==> config.mk <==
export PLATFORM = sky130hd
export DESIGN_NAME = fat_tree_route_entry_generator_unit
export DESIGN_NICKNAME = d
export VERILOG_FILES = /design/src/hdl/fte_pkg.sv /design/src/hdl/fat_tree_route_entry_generator_unit.sv
export SDC_FILE = /design/constraint.sdc
export NUM_CORES = 2
export LEC_CHECK = 0
export BUFFER_PORTS_ARGS = -buffer_cell sky130_fd_sc_hd__clkbuf_2
export CORE_MARGIN = 5
export CORE_UTILIZATION = 64
export DETAILED_ROUTE_END_ITERATION = 12
export HOLD_SLACK_MARGIN = 0.12
export PLACE_DENSITY = 0.87
export SYNTH_ARGS = -nofsm -noshare
export SYNTH_HDL_FRONTEND = slang
export SYNTH_SLANG_ARGS = --single-unit
==> constraint.sdc <==
create_clock -name aclk -period 13 [get_ports aclk]
set_clock_uncertainty 0.1 [all_clocks]
set_input_delay 0.65 -clock aclk [delete_from_list [all_inputs] [get_ports aclk]]
set_output_delay 0.65 -clock aclk [all_outputs]
set_load 0.01 [all_outputs]
==> src/hdl/fte_pkg.sv <==
// ----------------------------------------------------------------------------
// fte_pkg
// Shared types and constants of the fat-tree route entry generator.
// ----------------------------------------------------------------------------
package fte_pkg;

    localparam int MAX_PORTS_DEF = 64;
    localparam logic [6:0] K_RESET = 7'd4;
    localparam logic [7:0] FIRST_OCTET = 8'd10;

    localparam logic [1:0] OP_EDGE_SFX = 2'd0;
    localparam logic [1:0] OP_AGG_SFX  = 2'd1;
    localparam logic [1:0] OP_AGG_PFX  = 2'd2;
    localparam logic [1:0] OP_CORE_PFX = 2'd3;

    localparam logic [1:0] ST_OK        = 2'd0;
    localparam logic [1:0] ST_BAD_KIND  = 2'd1;
    localparam logic [1:0] ST_BAD_ENTRY = 2'd2;

    typedef struct packed {
        logic        vld;
        logic [1:0]  op;
        logic [5:0]  j;
        logic [16:0] node;
        logic        low_f;
        logic        core_f;
        logic [16:0] rem;
        logic [5:0]  q;
        logic [9:0]  crem;
        logic [4:0]  cq;
        logic [9:0]  cidx;
    } div_stage_t;

    typedef struct packed {
        logic        vld;
        logic [1:0]  op;
        logic [5:0]  j;
        logic [1:0]  status;
        logic [5:0]  pod;
        logic [5:0]  idx;
        logic [9:0]  cidx;
        logic [4:0]  cq;
        logic [16:0] off;
        logic [5:0]  modv;
        logic [11:0] row_p;
        logic [10:0] ah;
        logic [16:0] jp;
    } mid_stage_t;

    function automatic div_stage_t div_step(
        input div_stage_t  s,
        input logic [10:0] per_pod,
        input logic [5:0]  half,
        input logic [2:0]  qb,
        input logic [2:0]  cb,
        input logic        cen
    );
        logic [17:0] dv;
        logic [10:0] ch;
        div_stage_t  r;
        r  = s;
        dv = {7'd0, per_pod} << qb;
        ch = {5'd0, half} << cb;
        if ({1'b0, s.rem} >= dv) begin
            r.rem   = s.rem - dv[16:0];
            r.q[qb] = 1'b1;
        end
        if (cen && ({1'b0, s.crem} >= ch)) begin
            r.crem   = s.crem - ch[9:0];
            r.cq[cb] = 1'b1;
        end
        return r;
    endfunction

endpackage

==> src/hdl/fat_tree_route_entry_generator_unit.sv <==
// ----------------------------------------------------------------------------
// fat_tree_route_entry_generator_unit
// Computes one entry of a k-ary fat-tree two-level routing table per request.
// ----------------------------------------------------------------------------
// Usage:
//   s_ channel: s_tuser carries the opcode, s_tdata the node id and entry
//   number. m_ channel: m_tuser carries the status, m_tdata the table row,
//   match fields and next hop. Status other than ok zeroes all of m_tdata.
//   cfg_wen/cfg_wdata write the port count k (low bit ignored, clamped to
//   4..MAX_PORTS).
// Throughput: one request per cycle unless stalled or settling; the stages
//   are an input register, a three-stage restoring divider (node by pod
//   size, core index by k/2, two pod quotient bits per stage), a classify
//   stage, a multiply stage and the output register.
// After a configuration write s_tready stays low while the derived sizes
//   (hosts per pod, pod size, first core id) settle.
// Reset: k returns to 4, the pipeline empties.
// Stall: when m_tready is low with a result held, the whole pipeline holds
//   and s_tready drops; nothing is lost or repeated.
// ----------------------------------------------------------------------------
module fat_tree_route_entry_generator_unit #(
    parameter int MAX_PORTS = fte_pkg::MAX_PORTS_DEF
) (
    input  logic        aclk,
    input  logic        aresetn,
    input  logic        cfg_wen,
    input  logic [6:0]  cfg_wdata,   // port_count
    input  logic        s_tvalid,
    output logic        s_tready,
    input  logic [23:0] s_tdata,     // node_id[16:0], entry_number[22:17], zero pad
    input  logic [1:0]  s_tuser,     // opcode
    output logic        m_tvalid,
    input  logic        m_tready,
    output logic [55:0] m_tdata,     // table_row[11:0], first_octet[19:12],
                                     // match_pod[25:20], match_low[31:26],
                                     // next_hop[48:32], zero pad
    output logic [1:0]  m_tuser      // status
);
    import fte_pkg::*;

    localparam logic [6:0] K_MAX = 7'(MAX_PORTS);

    logic [6:0]  k_reg;
    logic [5:0]  h;
    logic [10:0] hosts_reg;
    logic [10:0] per_pod_reg;
    logic [16:0] core_base_reg;
    logic [1:0]  settle_reg;
    logic [6:0]  k_next;

    assign h = k_reg[6:1];

    always_comb begin
        k_next = cfg_wdata & 7'h7E;
        if (k_next < 7'd4) begin
            k_next = 7'd4;
        end
        if (k_next > K_MAX) begin
            k_next = K_MAX;
        end
    end

    always_ff @(posedge aclk) begin
        if (!aresetn) begin
            k_reg         <= K_RESET;
            hosts_reg     <= 11'd4;
            per_pod_reg   <= 11'd8;
            core_base_reg <= 17'd32;
            settle_reg    <= 2'd0;
        end else begin
            if (cfg_wen) begin
                k_reg      <= k_next;
                settle_reg <= 2'd3;
            end else if (settle_reg != 2'd0) begin
                settle_reg <= settle_reg - 2'd1;
            end
            hosts_reg     <= 11'(h * h);
            per_pod_reg   <= 11'(h * h) + {4'd0, k_reg};
            core_base_reg <= 17'(k_reg * per_pod_reg);
        end
    end

    logic en;
    logic m_tvalid_reg;

    assign en       = !m_tvalid_reg || m_tready;
    assign s_tready = en && (settle_reg == 2'd0);

    div_stage_t s1_reg, s2_reg, s3_reg, s4_reg;
    div_stage_t s1_next, s2_next, s3_next, s4_next;
    mid_stage_t s5_reg, s5_next, s6_reg, s6_next;

    always_comb begin
        s1_next        = '0;
        s1_next.vld    = s_tvalid && s_tready;
        s1_next.op     = s_tuser;
        s1_next.node   = s_tdata[16:0];
        s1_next.j      = s_tdata[22:17];
        s1_next.low_f  = s_tdata[16:0] < core_base_reg;
        s1_next.core_f = !s1_next.low_f &&
                         ({1'b0, s_tdata[16:0]} < ({1'b0, core_base_reg} + {7'd0, hosts_reg}));
        s1_next.rem    = s_tdata[16:0];
        s1_next.cidx   = 10'(s_tdata[16:0] - core_base_reg);
        s1_next.crem   = s1_next.cidx;
    end

    always_comb begin
        s2_next = div_step(div_step(s1_reg, per_pod_reg, h, 3'd5, 3'd4, 1'b1),
                           per_pod_reg, h, 3'd4, 3'd3, 1'b1);
        s3_next = div_step(div_step(s2_reg, per_pod_reg, h, 3'd3, 3'd2, 1'b1),
                           per_pod_reg, h, 3'd2, 3'd1, 1'b1);
        s4_next = div_step(div_step(s3_reg, per_pod_reg, h, 3'd1, 3'd0, 1'b1),
                           per_pod_reg, h, 3'd0, 3'd0, 1'b0);
    end

    logic [10:0] pos;
    logic        is_edge, is_agg, bad_kind, bad_entry;
    logic [6:0]  msum;

    always_comb begin
        pos       = s4_reg.rem[10:0];
        is_edge   = s4_reg.low_f && (pos >= hosts_reg) && (pos < hosts_reg + {5'd0, h});
        is_agg    = s4_reg.low_f && (pos >= hosts_reg + {5'd0, h});
        bad_kind  = ((s4_reg.op == OP_EDGE_SFX) && !is_edge) ||
                    (((s4_reg.op == OP_AGG_SFX) || (s4_reg.op == OP_AGG_PFX)) && !is_agg) ||
                    ((s4_reg.op == OP_CORE_PFX) && !s4_reg.core_f);
        bad_entry = (s4_reg.op == OP_CORE_PFX) ? ({1'b0, s4_reg.j} >= k_reg)
                                               : (s4_reg.j >= h);
        s5_next       = '0;
        s5_next.vld   = s4_reg.vld;
        s5_next.op    = s4_reg.op;
        s5_next.j     = s4_reg.j;
        s5_next.pod   = s4_reg.q;
        s5_next.cidx  = s4_reg.cidx;
        s5_next.cq    = s4_reg.cq;
        s5_next.off   = s4_reg.node - s4_reg.rem;
        s5_next.idx   = is_edge ? 6'(pos - hosts_reg) : 6'(pos - hosts_reg - {5'd0, h});
        s5_next.status = bad_kind ? ST_BAD_KIND : (bad_entry ? ST_BAD_ENTRY : ST_OK);
        msum          = {1'b0, s5_next.idx} + {1'b0, s4_reg.j};
        s5_next.modv  = (msum >= {1'b0, h}) ? 6'(msum - {1'b0, h}) : msum[5:0];
    end

    always_comb begin
        s6_next       = s5_reg;
        s6_next.row_p = 12'(s5_reg.pod * h);
        s6_next.ah    = 11'(s5_reg.idx * h);
        s6_next.jp    = 17'(s5_reg.j * per_pod_reg);
    end

    logic [11:0] row;
    logic [7:0]  octet;
    logic [5:0]  mpod, mlow;
    logic [16:0] hop;

    always_comb begin
        row   = '0;
        octet = '0;
        mpod  = '0;
        mlow  = '0;
        hop   = '0;
        if (s6_reg.status == ST_OK) begin
            case (s6_reg.op)
                OP_EDGE_SFX: begin
                    row  = s6_reg.row_p + {6'd0, s6_reg.idx};
                    mlow = s6_reg.j + 6'd2;
                    hop  = s6_reg.off + {6'd0, hosts_reg} + {11'd0, h} + {11'd0, s6_reg.modv};
                end
                OP_AGG_SFX: begin
                    row  = {hosts_reg[10:0], 1'b0} + s6_reg.row_p + {6'd0, s6_reg.idx};
                    mlow = s6_reg.j + 6'd2;
                    hop  = core_base_reg + {6'd0, s6_reg.ah} + {11'd0, s6_reg.modv};
                end
                OP_AGG_PFX: begin
                    row   = s6_reg.row_p + {6'd0, s6_reg.idx};
                    octet = FIRST_OCTET;
                    mpod  = s6_reg.pod;
                    mlow  = s6_reg.j;
                    hop   = s6_reg.off + {6'd0, hosts_reg} + {11'd0, s6_reg.j};
                end
                default: begin
                    row   = {2'd0, s6_reg.cidx};
                    octet = FIRST_OCTET;
                    mpod  = s6_reg.j;
                    hop   = s6_reg.jp + {6'd0, hosts_reg} + {11'd0, h} + {12'd0, s6_reg.cq};
                end
            endcase
        end
    end

    logic [55:0] m_tdata_reg;
    logic [1:0]  m_tuser_reg;

    always_ff @(posedge aclk) begin
        if (!aresetn) begin
            s1_reg.vld   <= 1'b0;
            s2_reg.vld   <= 1'b0;
            s3_reg.vld   <= 1'b0;
            s4_reg.vld   <= 1'b0;
            s5_reg.vld   <= 1'b0;
            s6_reg.vld   <= 1'b0;
            m_tvalid_reg <= 1'b0;
        end else if (en) begin
            s1_reg       <= s1_next;
            s2_reg       <= s2_next;
            s3_reg       <= s3_next;
            s4_reg       <= s4_next;
            s5_reg       <= s5_next;
            s6_reg       <= s6_next;
            m_tvalid_reg <= s6_reg.vld;
            m_tdata_reg  <= {7'd0, hop, mlow, mpod, octet, row};
            m_tuser_reg  <= s6_reg.status;
        end
    end

    assign m_tvalid = m_tvalid_reg;
    assign m_tdata  = m_tdata_reg;
    assign m_tuser  = m_tuser_reg;

    a_cfg_blocks_input: assert property (@(posedge aclk) disable iff (!aresetn)
        cfg_wen |=> !s_tready)
        else $error("input taken during configuration settle");

    a_stall_holds: assert property (@(posedge aclk) disable iff (!aresetn)
        (m_tvalid && !m_tready) |=> (m_tvalid && $stable(m_tdata) && $stable(m_tuser)))
        else $error("result changed while stalled");

    a_error_zero: assert property (@(posedge aclk) disable iff (!aresetn)
        (m_tvalid && (m_tuser != ST_OK)) |-> (m_tdata == '0))
        else $error("error result carries nonzero fields");

    a_status_code: assert property (@(posedge aclk) disable iff (!aresetn)
        m_tvalid |-> (m_tuser != 2'd3))
        else $error("undefined status code");

endmodule

==> reports/results.ini <==
[route]
post_drt_wl_per_cell_um=20.47
vias_per_cell=6.067
vias=25645
wl_um=86510
drt_iter0_drc=2564
drt_pre_antenna_iters=6
ant_nets=0
drc_errors=0

[power_and_ir_drop]
p_per_area_nw_per_um2=193.6
power.total_mw=7.451
irDropWorstVdd_v=0.0002309
power_leakage_nw=16.57

[cts]
cts_made_buffers=51
clkTransAtPathRegs_ps=70
clockBufferDepth=3
cts_root_buf=clkbuf_16
clock_latency_ps=620
cts_htree_levels=2
cts_tree=yes
ctsResizeCount=0
clock-sinks=482

[hold_path]
hold_class=in -> reg

[yosys]
synth-seq-area-share_pct=39.41
yosysWarnings=0
synth.avg_cell_area_um2=10.63
synth-seq-cells=482
postSynthCellCount=3334
ys.flop_type=edfxtp_1
synth_area_um2=35450
synth_edf_count=432
yosysUniqueCellTypes=87
async_flop_share_pct=0

[critical_path]
critPathMaxFanout=20
cp.arrival_ps=7970
worstSetupStartpointType=flop
critPathKind=reg -> reg
endpoint_kind=flop
worstPathRequired_ps=13270

[placed_design]
globalplace.congestion=0.9523
dp.cells=4122
place_area_um2=36680
hpwl_um=63140
portBuffers=82

[timing]
timing_hold_violations_final=0
final_max_slew_viol_count=0
worst_pin_slew_ps=1054
tns_ps=0
maxSlewHeadroom_pct=29.74
rsz0062_at_grt=no
max_freq_mhz=129.8
setup_viol=0
fin_crit_sh_pct=59.29
fin_crit_ps=7707

[finish]
layout_common_cells=432 x edfxtp_1, 418 x ha_1, 363 x inv_1
final_common_cell=edfxtp_1
stdcell_count=4227
nNetsFinal=4048
syn_to_final_growth_pct=8.558
nFillCells=3721
largest_register_ffs=101
final_area_um2=38490
final_util_pct=70.00
drive_gt1_share_pct=7.274

[die]
core_area_um2=54990
die_x_um=245.4
dieArea_um2=60200
ioPinCount=98
initial_utilization_pct=64.48
rows=86
die_h_um=245.4

[grt]
antenna_found_initial=1
grt_overflow_total=0
grt_pass1_vias=25720
grt_usage_pct=28.48
grt_start_max_net_pins=91
grt_pass1_wl_um=135100

[outcome]
status=complete, no violations

[flow_run]
maxCapViolations=0

[kinds of logic after synthesis]
kind of cell / share of synthesized area (%)
buffers and inverters: 5.032
xor gates and xnor gates: 6.299
DFF: 39.41
adders and majority gates: 23.56
muxes: 1.765
AOI/OAI and AO/OA: 12.46
other: 0.01058
and+or+nand+nor: 11.46
[synthesized netlist by cell type (all sizes together) (49+ instances only)]
cell | number | area (µm²)
ha | 418 | 5230
nor2 | 173 | 649.4
nand2 | 299 | 1122
xor2 | 64 | 560.5
nor3 | 53 | 265.3
nor2b | 49 | 306.5
fa | 156 | 3123
xnor2 | 191 | 1673
o21ai | 134 | 670.6
and2 | 86 | 538.0
a21oi | 179 | 910.9
a21o | 84 | 630.6
clkbuf | 59 | 221.5
edfxtp | 432 | 12970
inv | 366 | 1374
dfxtp | 50 | 1001
[worst max-delay path, cell delays in order (launching register included)]
cell     delay [ps]
dfxtp_1         850
buf_4           430
a31oi_1         180
nor2b_1         160
nor2_1           60
nor2_1          130
o21a_1          140
o21ai_0         130
nor3_1          240
xnor2_1         150
ha_1            260
a21o_1          160
a21oi_1         200
and2_1          180
nand2_1          70
o21ai_1         800
mux2i_1         350
ha_1            230
inv_1            60
fa_1            400
xnor2_1         250
ha_1            350
inv_1            70
o21ai_0         130
a21o_1          200
a21o_1          190
a21oi_1         530
mux2_2          420
[path summary, 6_finish.rpt]
| path | startpoint | slack [ps] | cells after the start | to |
|---|---|---|---|---|
| max | k_reg[2] | 5290 | 27 | s5_reg[41] |
| min | s_tdata[10] | 180 | 1 | s1_reg[41] |
| max reg2reg | k_reg[2] | 5290 | 27 | s5_reg[41] |
| min reg2reg | s2_reg[4] | 310 | 0 | s3_reg[4] |
[metal layers]
metal,GRT usage [%],vias up,share of wire [%]
met3,5.304,329,8.8
met4,15.10,2,6.2
met2,48.07,1220,48
li1,-,11947,-
met5,0,-,0.0012
met1,35.05,12147,37
[what timing repair did]
item | in CTS | in global routing
endpoints found under the setup margin | 0 | 0
setup buffers | 0 | 0
hold buffers | 9 | 0
endpoints found under the hold margin | 9 | 0
[final cells by class]
| cell class | count | area [µm²] | share of cell area [%] |
|---|---|---|---|
| tap | 748 | 935.9 | 2.432 |
| inverter | 372 | 1396 | 3.628 |
| clock buffer | 59 | 1306 | 3.394 |
| antenna | 1 | 2.502 | 0.006502 |
| clock inverter | 36 | 411.6 | 1.070 |
| multi-input combinational | 2409 | 19740 | 51.30 |
| timing repair buffer | 120 | 718.2 | 1.866 |
| sequential | 482 | 13970 | 36.31 |
[per-stage QoR]
| stage | setup WS, ps | hold WS, ps |
|---|---|---|
| detailed placement | 5543 | 304.5 |
| global route | 4993 | 160.2 |
| global placement | 5627 | 300.3 |
| CTS | 5502 | 156.1 |
| floorplan | 1292 | 300.3 |
| finish | 5293 | 179.7 |
[report_power, final]
group | total, mW | leakage, nW | internal (mW) | switching (mW)
logic | 3.62 | 11.1 | 1.55 | 2.06
registers | 2.33 | 4.61 | 2.13 | 0.202
clock network | 1.50 | 0.836 | 0.868 | 0.635
total | 7.45 | 16.6 | 4.55 | 2.90
Power figures use the tool's default switching activity.
